===== src/hdl/lcdr_pkg.sv =====
// Shared types and constants for the character LCD controller register block.
`default_nettype none

package lcdr_pkg;

    // Sizes of the two stores and of the request queue.
    localparam int DISPLAY_CELLS_DEF = 80;
    localparam int LINE_CELLS_DEF    = 40;
    localparam int GLYPH_ROWS        = 64;
    localparam int GLYPH_AW          = $clog2(GLYPH_ROWS);
    localparam int QUEUE_DEPTH       = 2;
    localparam int QUEUE_AW          = $clog2(QUEUE_DEPTH);
    localparam int QUEUE_CW          = $clog2(QUEUE_DEPTH + 1);

    // Instruction byte masks and match values, checked in priority order.
    localparam logic [7:0] FSET_MASK  = 8'hE0;
    localparam logic [7:0] FSET_CODE  = 8'h20;
    localparam logic [7:0] DCTL_MASK  = 8'hF8;
    localparam logic [7:0] DCTL_CODE  = 8'h08;
    localparam logic [7:0] CLEAR_CODE = 8'h01;
    localparam logic [7:0] HOME_MASK  = 8'hFE;
    localparam logic [7:0] HOME_CODE  = 8'h02;
    localparam logic [7:0] ENTRY_MASK = 8'hFC;
    localparam logic [7:0] ENTRY_CODE = 8'h04;
    localparam logic [7:0] CGA_MASK   = 8'hC0;
    localparam logic [7:0] CGA_CODE   = 8'h40;

    // Cell code that an unwritten or cleared display cell holds.
    localparam logic [7:0] SPACE_CODE = 8'h20;

    // Request types on the input channel.
    typedef enum logic [1:0] {
        REQ_INSTR    = 2'd0,
        REQ_DATA     = 2'd1,
        REQ_RD_DISP  = 2'd2,
        REQ_RD_GLYPH = 2'd3
    } t_req_type;

    // Classified command handed from the front end to the execution side.
    typedef enum logic [3:0] {
        CMD_NOP,
        CMD_FSET,
        CMD_DCTL,
        CMD_CLEAR,
        CMD_HOME,
        CMD_ENTRY,
        CMD_CGA,
        CMD_DDA,
        CMD_DATA,
        CMD_RD_DISP,
        CMD_RD_GLYPH
    } t_cmd_kind;

    typedef struct packed {
        t_cmd_kind  kind;
        logic [7:0] data;
        logic [6:0] index;
    } t_cmd;

    // Execution side states.
    typedef enum logic {
        BK_IDLE,
        BK_READ
    } t_back_state;

endpackage

`default_nettype wire


===== src/hdl/lcdr_ram.sv =====
// Generic single-write, single-read RAM with registered read data.
`default_nettype none

module lcdr_ram #(
    parameter int WIDTH = 8,
    parameter int DEPTH = 64
) (
    input  wire logic                     i_clk,
    input  wire logic                     i_we,
    input  wire logic [$clog2(DEPTH)-1:0] i_waddr,
    input  wire logic [WIDTH-1:0]         i_wdata,
    input  wire logic                     i_re,
    input  wire logic [$clog2(DEPTH)-1:0] i_raddr,
    output logic [WIDTH-1:0]              o_rdata
);

    logic [WIDTH-1:0] r_mem [DEPTH];
    logic [WIDTH-1:0] r_rdata;

    // Write port and registered read port.
    always_ff @(posedge i_clk) begin
        if (i_we) begin
            r_mem[i_waddr] <= i_wdata;
        end
        if (i_re) begin
            r_rdata <= r_mem[i_raddr];
        end
    end

    assign o_rdata = r_rdata;

endmodule

`default_nettype wire


===== src/hdl/lcdr_front.sv =====
// Front end: accepts requests, decodes instructions and registers the command.
`default_nettype none

module lcdr_front
    import lcdr_pkg::*;
(
    input  wire logic       i_clk,
    input  wire logic       i_rst_n,
    input  wire logic       i_valid,
    output logic            o_stall,
    input  wire logic [1:0] i_req_type,
    input  wire logic [7:0] i_write_byte,
    input  wire logic [6:0] i_read_index,
    input  wire logic       i_q_full,
    output logic            o_push,
    output t_cmd            o_cmd
);

    logic      r_valid;
    t_cmd      r_cmd;
    t_cmd_kind instr_kind;
    t_cmd_kind req_kind;
    logic      accept;

    // Instruction decode in priority order; anything unmatched does nothing.
    always_comb begin
        if ((i_write_byte & FSET_MASK) == FSET_CODE) begin
            instr_kind = CMD_FSET;
        end else if ((i_write_byte & DCTL_MASK) == DCTL_CODE) begin
            instr_kind = CMD_DCTL;
        end else if (i_write_byte == CLEAR_CODE) begin
            instr_kind = CMD_CLEAR;
        end else if ((i_write_byte & HOME_MASK) == HOME_CODE) begin
            instr_kind = CMD_HOME;
        end else if ((i_write_byte & ENTRY_MASK) == ENTRY_CODE) begin
            instr_kind = CMD_ENTRY;
        end else if ((i_write_byte & CGA_MASK) == CGA_CODE) begin
            instr_kind = CMD_CGA;
        end else if (i_write_byte[7]) begin
            instr_kind = CMD_DDA;
        end else begin
            instr_kind = CMD_NOP;
        end
    end

    // Request type decode.
    always_comb begin
        unique case (t_req_type'(i_req_type))
            REQ_INSTR:    req_kind = instr_kind;
            REQ_DATA:     req_kind = CMD_DATA;
            REQ_RD_DISP:  req_kind = CMD_RD_DISP;
            REQ_RD_GLYPH: req_kind = CMD_RD_GLYPH;
            default:      req_kind = CMD_NOP;
        endcase
    end

    // The holding register drains into the queue whenever the queue has room.
    assign o_push  = r_valid && !i_q_full;
    assign o_stall = r_valid && i_q_full;
    assign accept  = i_valid && !o_stall;
    assign o_cmd   = r_cmd;

    always_ff @(posedge i_clk) begin
        if (!i_rst_n) begin
            r_valid <= 1'b0;
        end else if (accept) begin
            r_valid <= 1'b1;
        end else if (o_push) begin
            r_valid <= 1'b0;
        end
    end

    always_ff @(posedge i_clk) begin
        if (accept) begin
            r_cmd.kind  <= req_kind;
            r_cmd.data  <= i_write_byte;
            r_cmd.index <= i_read_index;
        end
    end

endmodule

`default_nettype wire


===== src/hdl/lcdr_fifo.sv =====
// Short command queue between the front end and the execution side.
`default_nettype none

module lcdr_fifo
    import lcdr_pkg::*;
(
    input  wire logic i_clk,
    input  wire logic i_rst_n,
    input  wire logic i_push,
    input  t_cmd      i_cmd,
    output logic      o_full,
    input  wire logic i_pop,
    output logic      o_valid,
    output t_cmd      o_cmd
);

    t_cmd                r_mem [QUEUE_DEPTH];
    logic [QUEUE_AW-1:0] r_wr_ptr;
    logic [QUEUE_AW-1:0] r_rd_ptr;
    logic [QUEUE_CW-1:0] r_count;

    assign o_full  = (r_count == QUEUE_CW'(QUEUE_DEPTH));
    assign o_valid = (r_count != '0);
    assign o_cmd   = r_mem[r_rd_ptr];

    // Pointers and fill count.
    always_ff @(posedge i_clk) begin
        if (!i_rst_n) begin
            r_wr_ptr <= '0;
            r_rd_ptr <= '0;
            r_count  <= '0;
        end else begin
            if (i_push) begin
                r_wr_ptr <= (r_wr_ptr == QUEUE_AW'(QUEUE_DEPTH - 1)) ? '0 : r_wr_ptr + 1'b1;
            end
            if (i_pop) begin
                r_rd_ptr <= (r_rd_ptr == QUEUE_AW'(QUEUE_DEPTH - 1)) ? '0 : r_rd_ptr + 1'b1;
            end
            if (i_push && !i_pop) begin
                r_count <= r_count + 1'b1;
            end else if (i_pop && !i_push) begin
                r_count <= r_count - 1'b1;
            end
        end
    end

    // Entry storage.
    always_ff @(posedge i_clk) begin
        if (i_push) begin
            r_mem[r_wr_ptr] <= i_cmd;
        end
    end

endmodule

`default_nettype wire


===== src/hdl/lcdr_back.sv =====
// Execution side: register file, display and glyph stores, result register.
`default_nettype none

module lcdr_back
    import lcdr_pkg::*;
#(
    parameter int DISPLAY_CELLS = DISPLAY_CELLS_DEF,
    parameter int LINE_CELLS    = LINE_CELLS_DEF
) (
    input  wire logic i_clk,
    input  wire logic i_rst_n,
    input  wire logic i_q_valid,
    input  t_cmd      i_q_cmd,
    output logic      o_pop,
    output logic       o_valid,
    input  wire logic  i_stall,
    output logic [7:0] o_read_value,
    output logic [6:0] o_display_address,
    output logic [5:0] o_glyph_address,
    output logic       o_target_display,
    output logic       o_two_line,
    output logic       o_display_on,
    output logic       o_cursor_on,
    output logic       o_blink_on,
    output logic       o_count_up,
    output logic       o_shift_on,
    output logic       o_wide_bus,
    output logic       o_tall_font
);

    localparam int         DISP_AW = $clog2(DISPLAY_CELLS);
    localparam logic [7:0] CELLS8  = 8'(DISPLAY_CELLS);
    localparam logic [7:0] LINE8   = 8'(LINE_CELLS);
    localparam logic [6:0] GROWS7  = 7'(GLYPH_ROWS);

    t_back_state r_state, n_state;

    // Register file.
    logic [6:0]          r_disp_addr, n_disp_addr;
    logic [GLYPH_AW-1:0] r_glyph_addr, n_glyph_addr;
    logic r_sel, n_sel;
    logic r_two_line, n_two_line;
    logic r_display_on, n_display_on;
    logic r_cursor_on, n_cursor_on;
    logic r_blink_on, n_blink_on;
    logic r_count_up, n_count_up;
    logic r_shift_on, n_shift_on;
    logic r_wide_bus, n_wide_bus;
    logic r_tall_font, n_tall_font;

    // Result register and read bookkeeping.
    logic       r_out_valid, n_out_valid;
    logic [7:0] r_read_value, n_read_value;
    logic       r_rd_glyph, n_rd_glyph;
    logic       r_rd_range, n_rd_range;
    logic       r_rd_hit, n_rd_hit;

    // Valid bits standing in for the reset contents of both stores.
    logic [DISPLAY_CELLS-1:0] r_disp_valid;
    logic [GLYPH_ROWS-1:0]    r_glyph_valid;

    // Store controls.
    logic               disp_we, disp_re, disp_clear;
    logic [DISP_AW-1:0] disp_waddr, disp_raddr;
    logic               glyph_we, glyph_re;
    logic [GLYPH_AW-1:0] glyph_raddr;
    logic [7:0]         disp_rdata;
    logic [4:0]         glyph_rdata;

    logic       out_free;
    logic [7:0] line_idx;
    logic [7:0] wr_idx;
    logic       wr_ok;
    logic       rd_disp_range;

    lcdr_ram #(
        .WIDTH(8),
        .DEPTH(DISPLAY_CELLS)
    ) u_disp_ram (
        .i_clk  (i_clk),
        .i_we   (disp_we),
        .i_waddr(disp_waddr),
        .i_wdata(i_q_cmd.data),
        .i_re   (disp_re),
        .i_raddr(disp_raddr),
        .o_rdata(disp_rdata)
    );

    lcdr_ram #(
        .WIDTH(5),
        .DEPTH(GLYPH_ROWS)
    ) u_glyph_ram (
        .i_clk  (i_clk),
        .i_we   (glyph_we),
        .i_waddr(r_glyph_addr),
        .i_wdata(i_q_cmd.data[4:0]),
        .i_re   (glyph_re),
        .i_raddr(glyph_raddr),
        .o_rdata(glyph_rdata)
    );

    // Display write index: line and offset in two-line mode, flat otherwise.
    assign line_idx = {2'b00, r_disp_addr[5:0]} + (r_disp_addr[6] ? LINE8 : 8'd0);
    always_comb begin
        if (r_two_line) begin
            wr_idx = line_idx;
            wr_ok  = ({2'b00, r_disp_addr[5:0]} < LINE8) && (line_idx < CELLS8);
        end else begin
            wr_idx = {1'b0, r_disp_addr};
            wr_ok  = ({1'b0, r_disp_addr} < CELLS8);
        end
    end

    assign disp_waddr    = wr_idx[DISP_AW-1:0];
    assign disp_raddr    = i_q_cmd.index[DISP_AW-1:0];
    assign glyph_raddr   = i_q_cmd.index[GLYPH_AW-1:0];
    assign rd_disp_range = ({1'b0, i_q_cmd.index} < CELLS8);
    assign out_free      = !r_out_valid || !i_stall;

    // Next state, store controls and result formation.
    always_comb begin
        n_state      = r_state;
        n_disp_addr  = r_disp_addr;
        n_glyph_addr = r_glyph_addr;
        n_sel        = r_sel;
        n_two_line   = r_two_line;
        n_display_on = r_display_on;
        n_cursor_on  = r_cursor_on;
        n_blink_on   = r_blink_on;
        n_count_up   = r_count_up;
        n_shift_on   = r_shift_on;
        n_wide_bus   = r_wide_bus;
        n_tall_font  = r_tall_font;
        n_out_valid  = r_out_valid && i_stall;
        n_read_value = r_read_value;
        n_rd_glyph   = r_rd_glyph;
        n_rd_range   = r_rd_range;
        n_rd_hit     = r_rd_hit;
        o_pop        = 1'b0;
        disp_we      = 1'b0;
        disp_re      = 1'b0;
        disp_clear   = 1'b0;
        glyph_we     = 1'b0;
        glyph_re     = 1'b0;

        unique case (r_state)
            BK_IDLE: begin
                if (i_q_valid && out_free) begin
                    o_pop        = 1'b1;
                    n_out_valid  = 1'b1;
                    n_read_value = '0;
                    case (i_q_cmd.kind)
                        CMD_FSET: begin
                            n_wide_bus  = i_q_cmd.data[4];
                            n_two_line  = i_q_cmd.data[3];
                            n_tall_font = i_q_cmd.data[2];
                        end
                        CMD_DCTL: begin
                            n_display_on = i_q_cmd.data[2];
                            n_cursor_on  = i_q_cmd.data[1];
                            n_blink_on   = i_q_cmd.data[0];
                        end
                        CMD_CLEAR: begin
                            disp_clear  = 1'b1;
                            n_disp_addr = '0;
                            n_count_up  = 1'b1;
                        end
                        CMD_HOME: begin
                            n_disp_addr = '0;
                        end
                        CMD_ENTRY: begin
                            n_count_up = i_q_cmd.data[1];
                            n_shift_on = i_q_cmd.data[0];
                        end
                        CMD_CGA: begin
                            n_glyph_addr = i_q_cmd.data[GLYPH_AW-1:0];
                            n_sel        = 1'b0;
                        end
                        CMD_DDA: begin
                            n_disp_addr = i_q_cmd.data[6:0];
                            n_sel       = 1'b1;
                        end
                        CMD_DATA: begin
                            if (r_sel) begin
                                disp_we     = wr_ok;
                                n_disp_addr = r_count_up ? r_disp_addr + 7'd1
                                                         : r_disp_addr - 7'd1;
                            end else begin
                                glyph_we     = 1'b1;
                                n_glyph_addr = r_count_up ? r_glyph_addr + 1'b1
                                                          : r_glyph_addr - 1'b1;
                            end
                        end
                        CMD_RD_DISP: begin
                            n_out_valid = 1'b0;
                            n_state     = BK_READ;
                            disp_re     = rd_disp_range;
                            n_rd_glyph  = 1'b0;
                            n_rd_range  = rd_disp_range;
                            n_rd_hit    = r_disp_valid[disp_raddr];
                        end
                        CMD_RD_GLYPH: begin
                            n_out_valid = 1'b0;
                            n_state     = BK_READ;
                            glyph_re    = 1'b1;
                            n_rd_glyph  = 1'b1;
                            n_rd_range  = (i_q_cmd.index < GROWS7);
                            n_rd_hit    = r_glyph_valid[glyph_raddr];
                        end
                        default: begin
                        end
                    endcase
                end
            end
            BK_READ: begin
                // Store data is registered now; finish once the result slot frees.
                if (out_free) begin
                    n_out_valid = 1'b1;
                    n_state     = BK_IDLE;
                    if (!r_rd_range) begin
                        n_read_value = '0;
                    end else if (r_rd_glyph) begin
                        n_read_value = r_rd_hit ? {3'b000, glyph_rdata} : 8'd0;
                    end else begin
                        n_read_value = r_rd_hit ? disp_rdata : SPACE_CODE;
                    end
                end
            end
            default: begin
                n_state = BK_IDLE;
            end
        endcase
    end

    // Control state and registers with reset values.
    always_ff @(posedge i_clk) begin
        if (!i_rst_n) begin
            r_state       <= BK_IDLE;
            r_out_valid   <= 1'b0;
            r_disp_addr   <= '0;
            r_glyph_addr  <= '0;
            r_sel         <= 1'b0;
            r_two_line    <= 1'b0;
            r_display_on  <= 1'b0;
            r_cursor_on   <= 1'b0;
            r_blink_on    <= 1'b0;
            r_count_up    <= 1'b1;
            r_shift_on    <= 1'b0;
            r_wide_bus    <= 1'b0;
            r_tall_font   <= 1'b0;
            r_disp_valid  <= '0;
            r_glyph_valid <= '0;
        end else begin
            r_state      <= n_state;
            r_out_valid  <= n_out_valid;
            r_disp_addr  <= n_disp_addr;
            r_glyph_addr <= n_glyph_addr;
            r_sel        <= n_sel;
            r_two_line   <= n_two_line;
            r_display_on <= n_display_on;
            r_cursor_on  <= n_cursor_on;
            r_blink_on   <= n_blink_on;
            r_count_up   <= n_count_up;
            r_shift_on   <= n_shift_on;
            r_wide_bus   <= n_wide_bus;
            r_tall_font  <= n_tall_font;
            if (disp_clear) begin
                r_disp_valid <= '0;
            end else if (disp_we) begin
                r_disp_valid[disp_waddr] <= 1'b1;
            end
            if (glyph_we) begin
                r_glyph_valid[r_glyph_addr] <= 1'b1;
            end
        end
    end

    // Payload registers.
    always_ff @(posedge i_clk) begin
        r_read_value <= n_read_value;
        r_rd_glyph   <= n_rd_glyph;
        r_rd_range   <= n_rd_range;
        r_rd_hit     <= n_rd_hit;
    end

    // The register file only moves when a new result is loaded, so it is the payload.
    assign o_valid           = r_out_valid;
    assign o_read_value      = r_read_value;
    assign o_display_address = r_disp_addr;
    assign o_glyph_address   = r_glyph_addr;
    assign o_target_display  = r_sel;
    assign o_two_line        = r_two_line;
    assign o_display_on      = r_display_on;
    assign o_cursor_on       = r_cursor_on;
    assign o_blink_on        = r_blink_on;
    assign o_count_up        = r_count_up;
    assign o_shift_on        = r_shift_on;
    assign o_wide_bus        = r_wide_bus;
    assign o_tall_font       = r_tall_font;

endmodule

`default_nettype wire


===== src/hdl/char_lcd_controller_registers_unit.sv =====
// Top level of the character LCD controller register block.
//
//   Channel   Direction   Handshake            Payload
//   request   in          i_valid / o_stall    i_req_type, i_write_byte, i_read_index
//   result    out         o_valid / i_stall    o_read_value and the register file
//
// A request is registered in the front-end register, then in the queue, then executed into
// the result register; a read first passes the BK_READ state for the registered store read.
// Writes sustain one per cycle while the result channel is not stalled.
// Clear drops the display valid bits at once, no fill pass.
// Reset is synchronous and active low; it clears control state and all valid bits.
// A stalled result holds the execution side; queue and front register fill, o_stall rises.
`default_nettype none

module char_lcd_controller_registers_unit
    import lcdr_pkg::*;
#(
    parameter int DISPLAY_CELLS = DISPLAY_CELLS_DEF,
    parameter int LINE_CELLS    = LINE_CELLS_DEF
) (
    input  wire logic       i_clk,
    input  wire logic       i_rst_n,
    input  wire logic       i_valid,
    output logic            o_stall,
    input  wire logic [1:0] i_req_type,
    input  wire logic [7:0] i_write_byte,
    input  wire logic [6:0] i_read_index,
    output logic            o_valid,
    input  wire logic       i_stall,
    output logic [7:0]      o_read_value,
    output logic [6:0]      o_display_address,
    output logic [5:0]      o_glyph_address,
    output logic            o_target_display,
    output logic            o_two_line,
    output logic            o_display_on,
    output logic            o_cursor_on,
    output logic            o_blink_on,
    output logic            o_count_up,
    output logic            o_shift_on,
    output logic            o_wide_bus,
    output logic            o_tall_font
);

    logic q_push;
    logic q_full;
    logic q_pop;
    logic q_valid;
    t_cmd front_cmd;
    t_cmd q_cmd;

    lcdr_front u_front (
        .i_clk       (i_clk),
        .i_rst_n     (i_rst_n),
        .i_valid     (i_valid),
        .o_stall     (o_stall),
        .i_req_type  (i_req_type),
        .i_write_byte(i_write_byte),
        .i_read_index(i_read_index),
        .i_q_full    (q_full),
        .o_push      (q_push),
        .o_cmd       (front_cmd)
    );

    lcdr_fifo u_fifo (
        .i_clk  (i_clk),
        .i_rst_n(i_rst_n),
        .i_push (q_push),
        .i_cmd  (front_cmd),
        .o_full (q_full),
        .i_pop  (q_pop),
        .o_valid(q_valid),
        .o_cmd  (q_cmd)
    );

    lcdr_back #(
        .DISPLAY_CELLS(DISPLAY_CELLS),
        .LINE_CELLS   (LINE_CELLS)
    ) u_back (
        .i_clk            (i_clk),
        .i_rst_n          (i_rst_n),
        .i_q_valid        (q_valid),
        .i_q_cmd          (q_cmd),
        .o_pop            (q_pop),
        .o_valid          (o_valid),
        .i_stall          (i_stall),
        .o_read_value     (o_read_value),
        .o_display_address(o_display_address),
        .o_glyph_address  (o_glyph_address),
        .o_target_display (o_target_display),
        .o_two_line       (o_two_line),
        .o_display_on     (o_display_on),
        .o_cursor_on      (o_cursor_on),
        .o_blink_on       (o_blink_on),
        .o_count_up       (o_count_up),
        .o_shift_on       (o_shift_on),
        .o_wide_bus       (o_wide_bus),
        .o_tall_font      (o_tall_font)
    );

`ifndef SYNTHESIS
    // The front end never pushes into a full queue.
    a_no_overflow: assert property (@(posedge i_clk) disable iff (!i_rst_n)
        !(q_push && q_full))
        else $error("command queue overflow");

    // No result is offered in the first cycle after reset.
    a_reset_idle: assert property (@(posedge i_clk) disable iff (!i_rst_n)
        $past(!i_rst_n) |-> !o_valid)
        else $error("result valid right after reset");

    // The address counters only move together with a new result.
    a_addr_with_result: assert property (@(posedge i_clk) disable iff (!i_rst_n)
        ($past(i_rst_n) && (!$stable(o_display_address) || !$stable(o_glyph_address)))
        |-> o_valid)
        else $error("address counter moved without a result");
`endif

endmodule

`default_nettype wire

===== config.mk =====
export PLATFORM = sky130hd
export DESIGN_NAME = char_lcd_controller_registers_unit
export DESIGN_NICKNAME = d
export VERILOG_FILES = /design/src/hdl/lcdr_pkg.sv /design/src/hdl/lcdr_ram.sv /design/src/hdl/lcdr_front.sv /design/src/hdl/lcdr_fifo.sv /design/src/hdl/lcdr_back.sv /design/src/hdl/char_lcd_controller_registers_unit.sv
export SDC_FILE = /design/constraint.sdc
export NUM_CORES = 2
export LEC_CHECK = 0
export BUFFER_PORTS_ARGS = -buffer_cell sky130_fd_sc_hd__buf_2
export CAP_MARGIN = 25
export CORE_MARGIN = 2
export CORE_UTILIZATION = 62
export DETAILED_ROUTE_END_ITERATION = 16
export PLACE_DENSITY_LB_ADDON = 0.3
export SETUP_SLACK_MARGIN = 0.3
export SLEW_MARGIN = 30
export SYNTH_ARGS = -nofsm -noshare
export SYNTH_HDL_FRONTEND = slang
export SYNTH_HIERARCHICAL = 1
export SYNTH_SLANG_ARGS = --single-unit

===== constraint.sdc =====
create_clock -name i_clk -period 7.5 [get_ports i_clk]
set_input_delay 0.375 -clock i_clk [delete_from_list [all_inputs] [get_ports i_clk]]
set_output_delay 0.375 -clock i_clk [all_outputs]
set_load 0.1 [all_outputs]

== Word-level counts from Yosys, hierarchy flattened ==
Memories as Yosys holds them, arrays and structs flattened. A register that Yosys moved wholly into a read port is not among the register bits.
Index checks and enable logic that the tools add are counted.

* Bits in registers: 203
* Bits in writable memories: 998
* Bits of input ports: 21
* Logic and storage cells: 193
* Memories: 3

* Add/sub/neg operators: 9
* Order comparisons: 11
* Equal/unequal tests: 24
* Multiplexer cells: 78
* Bitwise operators: 4
* Reduce and logical (&&, ||, !) cells: 38

{| class="wikitable"
|+ Memories
! name !! words !! bits a word !! read ports !! clocked after memory_dff !! wr ports !! line !! RTL
|-
| u_back.u_disp_ram.r_mem || 80 || 8 || 1 || 1 || 1 || lcdr_ram.sv:17 || <nowiki>logic [WIDTH-1:0] r_mem [DEPTH];</nowiki>
|-
| u_back.u_glyph_ram.r_mem || 64 || 5 || 1 || 1 || 1 || lcdr_ram.sv:17 ||
|-
| u_fifo.r_mem || 2 || 19 || 1 || 1 || 1 || lcdr_fifo.sv:17 || <nowiki>t_cmd r_mem [QUEUE_DEPTH];</nowiki>
|}

{| class="wikitable"
|+ Operators by type and width
! cell !! number
|-
| $or A80 B80 Y80 || 1
|-
| $or A64 B64 Y64 || 1
|-
| $mux W1 || 42
|-
| $mux W8 || 5
|-
| $mux W4 || 6
|-
| $lt A7 B7 Y1 const B || 3
|-
| $mux W7 || 3
|-
| $pmux W7 S3 || 1
|-
| $mux W6 || 3
|-
| $reduce_and A3 Y1 || 6
|-
| $eq A4 B3 Y1 const B || 4
|-
| $lt A7 B8 Y1 const B || 2
|-
| $pmux W4 S4 || 1
|-
| $pmux W8 S2 || 1
|-
| $lt A6 B7 Y1 const B || 2
|-
| $pmux W1 S2 || 7
|-
| $reduce_bool A2 Y1 || 7
|-
| $eq A4 B4 Y1 const B || 3
|-
| $pmux W6 S2 || 1
|-
| $logic_and A1 B1 Y1 || 10
|-
| $eq A4 B2 Y1 const B || 2
|-
| $eq A8 B1 Y1 const B || 1
|-
| $lt A8 B7 Y1 const B || 1
|-
| $reduce_and A4 Y1 || 2
|-
| 34 further kinds || 49
|}

== Depth between registers and ports, before layout ==
* Word-level depth: 11
* Gate-level depth with buffers: 12
* Gate-level depth less buffers: 9

== Cells and area by module ==
The synthesis kept the hierarchy.

{| class="wikitable"
|+ By module, submodules not included
! module !! times used !! cells an instance !! area each (um2) !! seq. area each (um2)
|-
| lcdr_ram (u_back.u_disp_ram) || 1 || 1112 || 24982.7 || 19458.7
|-
| lcdr_ram (u_back.u_glyph_ram) || 1 || 610 || 12818.5 || 9759.4
|-
| lcdr_back || 1 || 869 || 8259.2 || 3693.5
|-
| lcdr_fifo || 1 || 81 || 1592.8 || 1241.2
|-
| lcdr_front || 1 || 40 || 713.2 || 590.6
|}

== Worst setup path after synthesis ==
OpenSTA, ideal clock, no wires.

* Path type: reg-to-reg
* Start: register u_back.r_disp_addr[5], in the netlist u_back/o_display_address[5]
* End: memory u_back.u_disp_ram.r_mem[196][0], in the netlist u_back/u_disp_ram/r_mem[49][0] (enable)
* Arrival time: 3.302 ns
* Setup slack: 3.814 ns
* Stages on the path, launching flop included: 10
* Period minus slack after synthesis: 3.686 ns
* Cells stage by stage: dfxtp_1 > inv_1 > ha_1 > and3b_1 > o221ai_1 > nand4_4 > inv_1 > and4b_1 > nand2_1 > nor3_1

* Word-level cells in the longest chain between the ends: 10

{| class="wikitable"
|+ Ends and longest elaborated chain
! what !! line !! RTL
|-
| from (decl) || lcdr_back.sv:39 || <nowiki>logic [6:0] r_disp_addr, n_disp_addr;</nowiki>
|-
| from (signal assigned) || lcdr_back.sv:256 || <nowiki>r_disp_addr <= n_disp_addr;</nowiki>
|-
| $add A6 B6 Y7 || lcdr_back.sv:103 || <nowiki>assign line_idx = {2'b00, r_disp_addr[5:0]} + (r_disp_addr[6] ? LINE8 : 8'd0);</nowiki>
|-
| $lt A8 B7 Y1 || lcdr_back.sv:107 || <nowiki>wr_ok = ({2'b00, r_disp_addr[5:0]} < LINE8) && (line_idx < CELLS8);</nowiki>
|-
| $logic_and A1 B1 Y1 || lcdr_back.sv:107 ||
|-
| $mux W1 (*) || lcdr_back.sv:105 || <nowiki>if (r_two_line) begin</nowiki>
|-
| $mux W1 (*) || lcdr_back.sv:184 || <nowiki>if (r_sel) begin</nowiki>
|-
| $mux W1 (*) || lcdr_back.sv:152 || <nowiki>case (i_q_cmd.kind)</nowiki>
|-
| $mux W1 (*) || lcdr_back.sv:148 || <nowiki>if (i_q_valid && out_free) begin</nowiki>
|-
| $mux W1 (*) || lcdr_back.sv:146 || <nowiki>unique case (r_state)</nowiki>
|-
| named net u_back.disp_we || lcdr_back.sv:63 || <nowiki>logic disp_we, disp_re, disp_clear;</nowiki>
|-
| $mux W1 (*) || lcdr_ram.sv:22 || <nowiki>if (i_we) begin</nowiki>
|-
| $mux W1 (not written as such) (*) || lcdr_ram.sv:23 || <nowiki>r_mem[i_waddr] <= i_wdata;</nowiki>
|-
| to (decl) || lcdr_ram.sv:17 ||
|}

Mark *: on every way through the listed nets, which the timed path passes. The rest lies on a longest branch.

==> flow_metrics.py <==
metrics = {
    "drt": {
        "via_per_inst": 6.715,
        "routed_wl_um": 112600,
        "first_pass_iters": 8,
        "wire_per_inst_um": 28.72,
        "drc": 0,
        "drt_iter0_drc": 3423,
        "ant_nets": 0,
        "via_count": 26340,
    },
    "global_route": {
        "grt_max_degree": 108,
        "grtUsageMet1_pct": 39.95,
        "track_usage_pct": 28.15,
        "met3_usage_pct": 5.016,
        "top_usage_layer": "met2",
        "grt_pass1_wl_um": 169300,
        "antenna_found_initial": 1,
        "grt_pass1_vias": 26250,
        "grt-ovfl-total": 0,
        "grtUsageMet2_pct": 45.64,
    },
    "layout": {
        "instances_no_fill": 3922,
        "fin_nets": 2821,
        "area_growth_pct": 11.43,
        "fillers": 4730,
        "drive_above_1_share_pct": 20.92,
        "final_util_pct": 69.69,
        "multi_input_area_um2": 12860,
        "diodes": 0,
        "seqCellArea_um2": 34750,
    },
    "sta": {
        "fin_setup_tns_ns": 0,
        "drv_slew": 0,
        "fin_crit_sh_pct": 63.01,
        "fmax_ghz": 0.2116,
        "clock_skew_ns": 0.04848,
        "period_needed_ns": 4.726,
        "finalHoldViolations": 0,
        "grt_setup_unrepaired": "false",
        "relSlewSlack_pct": 29.99,
        "setup_viol": 0,
        "tightest_slew_ns": 1.049,
    },
    "floorplanning": {
        "rows": 102,
        "io-pin-count": 53,
        "coreArea_um2": 77340,
        "die_h_um": 283.3,
        "dieArea_um2": 80260,
        "die_w_um": 283.3,
        "start_util_pct": 62.54,
    },
    "clock_tree": {
        "post_cts_buffers": 0,
        "clk_latency_ns": 0.69,
        "cts_htree_levels": 3,
        "cts_hold_buf": 17,
        "cts-root-buf": "clkbuf_16",
        "clk_pin_slew_worst_paths_ns": 0.06,
        "clockBufferDepth": 3,
        "cts.sinks": 1215,
        "cts_tree": "done",
        "numCtsBuffers": 114,
        "cts_resized": 0,
    },
    "setup_path": {
        "cp.arrival_ns": 5.02,
        "cp_max_fo": 19,
        "r2r_slack_ns": 2.77,
        "crit_path_start_kind": "flip-flop",
        "path_class": "reg -> reg",
        "end_kind": "flip-flop",
        "required_ns": 7.80,
    },
    "logic_synthesis": {
        "synth_compound_area_share_pct": 4.395,
        "ys.flop_type": "edfxtp_1",
        "synth-edff-count": 1041,
        "synth_top_family_by_area": "multiplexers",
        "synth_cell_type_count": 76,
        "syn_area_um2": 48370,
        "synth_warnings": 6,
        "synth_area_leaders": "edfxtp_1, mux4_2, dfxtp_1, nor2_1, a21oi_1",
        "syn_avg_cell_area_um2": 17.83,
        "synth_xor_area_share_pct": 0.1992,
        "synth_fa_ha_area_share_pct": 0.4450,
        "yosysSeqAreaShare_pct": 71.83,
        "synthArstFlopShare_pct": 0,
        "synthCells": 2712,
        "synth.most_common_cell": "edfxtp_1",
        "synth_top_area_cell": "edfxtp_1",
        "yosysTopAreaCellShare_pct": 64.63,
        "yosys.area_share.simple_pct": 6.040,
        "synth.area.mux_share_pct": 15.30,
        "synth_nets": 2749,
        "synthTopCellsByCount": "edfxtp_1, nor2_1, mux4_2, dfxtp_1, a21oi_1",
        "synth_seq_cells": 1215,
    },
    "place": {
        "numPortBuffers": 52,
        "gp_congestion": 0.8948,
        "dp_hpwl_um": 66500,
        "dp.cells": 3688,
    },
    "pwr": {
        "p_comb_share_pct": 18.0,
        "ir_drop_uv": 241.4,
        "clockPowerShare_pct": 36.2,
        "p_int_mw": 12.48,
        "power_mw": 17.12,
        "netSwitchingPower_mw": 4.644,
        "seq_power_share_pct": 45.8,
        "power.leakage_nw": 17.49,
        "p_sw_share_pct": 27.13,
        "power_density_nw_per_um2": 317.6,
    },
    "run_status": {
        "status": "completed",
    },
    "hold_path": {
        "hp-class": "in -> reg",
    },
    "run": {
        "drv_cap": 0,
    },
}
-- sequential cells by signal, summed over array words and instances (netlist names), 2 cells and up, named ones only --
name                        flops
u_back/u_glyph_ram/o_rdata      5
u_back/o_display_address        7
u_fifo/r_count                  2
u_back/u_disp_ram/r_mem       640
u_fifo/r_mem                   38
u_back/o_glyph_address          6
u_back/u_disp_ram/o_rdata       8
u_back/o_read_value             8
u_back/r_disp_valid            80
u_front/o_cmd                  19
u_back/r_glyph_valid           64
u_back/u_glyph_ram/r_mem      320
-- final timing paths --
path,from,end,cells past startpoint
min,i_req_type[0],u_front/o_cmd[16],2
max,flip-flop,u_back/u_disp_ram/r_mem[38][5],8
max reg2reg,flip-flop,u_back/u_disp_ram/r_mem[38][5],8
min reg2reg,u_front/o_cmd[12],u_fifo/r_mem[1][12],0
-- per-layer routing --
| layer | vias up | share of wire, % |
|---|---|---|
| met1 | 13560 | 39 |
| met4 | 2 | 2.9 |
| met5 | - | 0.0089 |
| li1 | 10950 | - |
| met2 | 1589 | 49 |
| met3 | 237 | 9.6 |
-- kinds of logic after synthesis --
kind of cell    count (synthesis)
flops                        1215
simple gates                  600
compound gates                327
fa+ha+maj                      16
mux                           374
buf+inv                       169
xor+xnor                       11
-- cell type report --
class                           instances  share of cell area (%)
Tap cell                             1040                   2.414
Sequential cell                      1215                   64.47
Timing Repair Buffer                  102                   1.514
Inverter                               23                  0.1602
Multi-Input combinational cell       1328                   23.86
Clock buffer                          135                   5.653
Clock inverter                         79                   1.927
-- power by group through the flow --
| stage | registers (mW) | logic, mW | clock network, mW |
|---|---|---|---|
| after floorplan | 8.15 | 1.94 | 0 |
| after global placement | 7.99 | 2.90 | 0 |
| after detailed placement | 7.99 | 3.00 | 0 |
| after CTS | 7.85 | 3.03 | 6.26 |
| after global routing | 7.85 | 3.23 | 6.52 |
| final | 7.85 | 3.08 | 6.20 |
-- stage by stage --
| step | instance area, um^2 | setup WS [ns] | hold WS (ns) |
|---|---|---|---|
| 3_3_place_gp | 49480 | 3.020 | 0.4258 |
| 4_1_cts | 53800 | 2.893 | 0.004060 |
| 2_1_floorplan | 48370 | 3.814 | 0.4215 |
| 5_1_grt | 53900 | 2.554 | 0.05703 |
| 6_report | 53900 | 2.774 | 0.05639 |
| 3_5_place_dp | 49540 | 2.947 | 0.4350 |
-- critical path: stages (launching register included) --
cell and delay [ns]:
dfxtp_1 0.31, buf_4 0.31, mux2_2 0.49, nor4b_4 0.72, nand4_4 0.40, inv_1 0.35, nor2b_1 0.32, nand3_1 0.65
nor2_1 0.79
-- layout by cell type, fill, tap and decap left out, types with 15 or more instances in the layout --
| master | instances |
|---|---|
| bufinv_16 | 23 |
| buf_2 | 52 |
| mux2_2 | 22 |
| a22oi_1 | 64 |
| nor2b_1 | 72 |
| nor3_1 | 17 |
| mux2i_1 | 58 |
| buf_4 | 21 |
| edfxtp_1 | 1041 |
| clkbuf_16 | 118 |
| inv_1 | 22 |
| a21oi_1 | 131 |
| mux4_2 | 271 |
| nand3_1 | 32 |
| dlygate4sd3_1 | 17 |
| dfxtp_1 | 172 |
| o21a_1 | 36 |
| nor2_1 | 300 |
| nand2_1 | 79 |
| clkinv_1 | 15 |
| clkinv_2 | 18 |
Note: power is estimated with default switching activity, not from simulation.
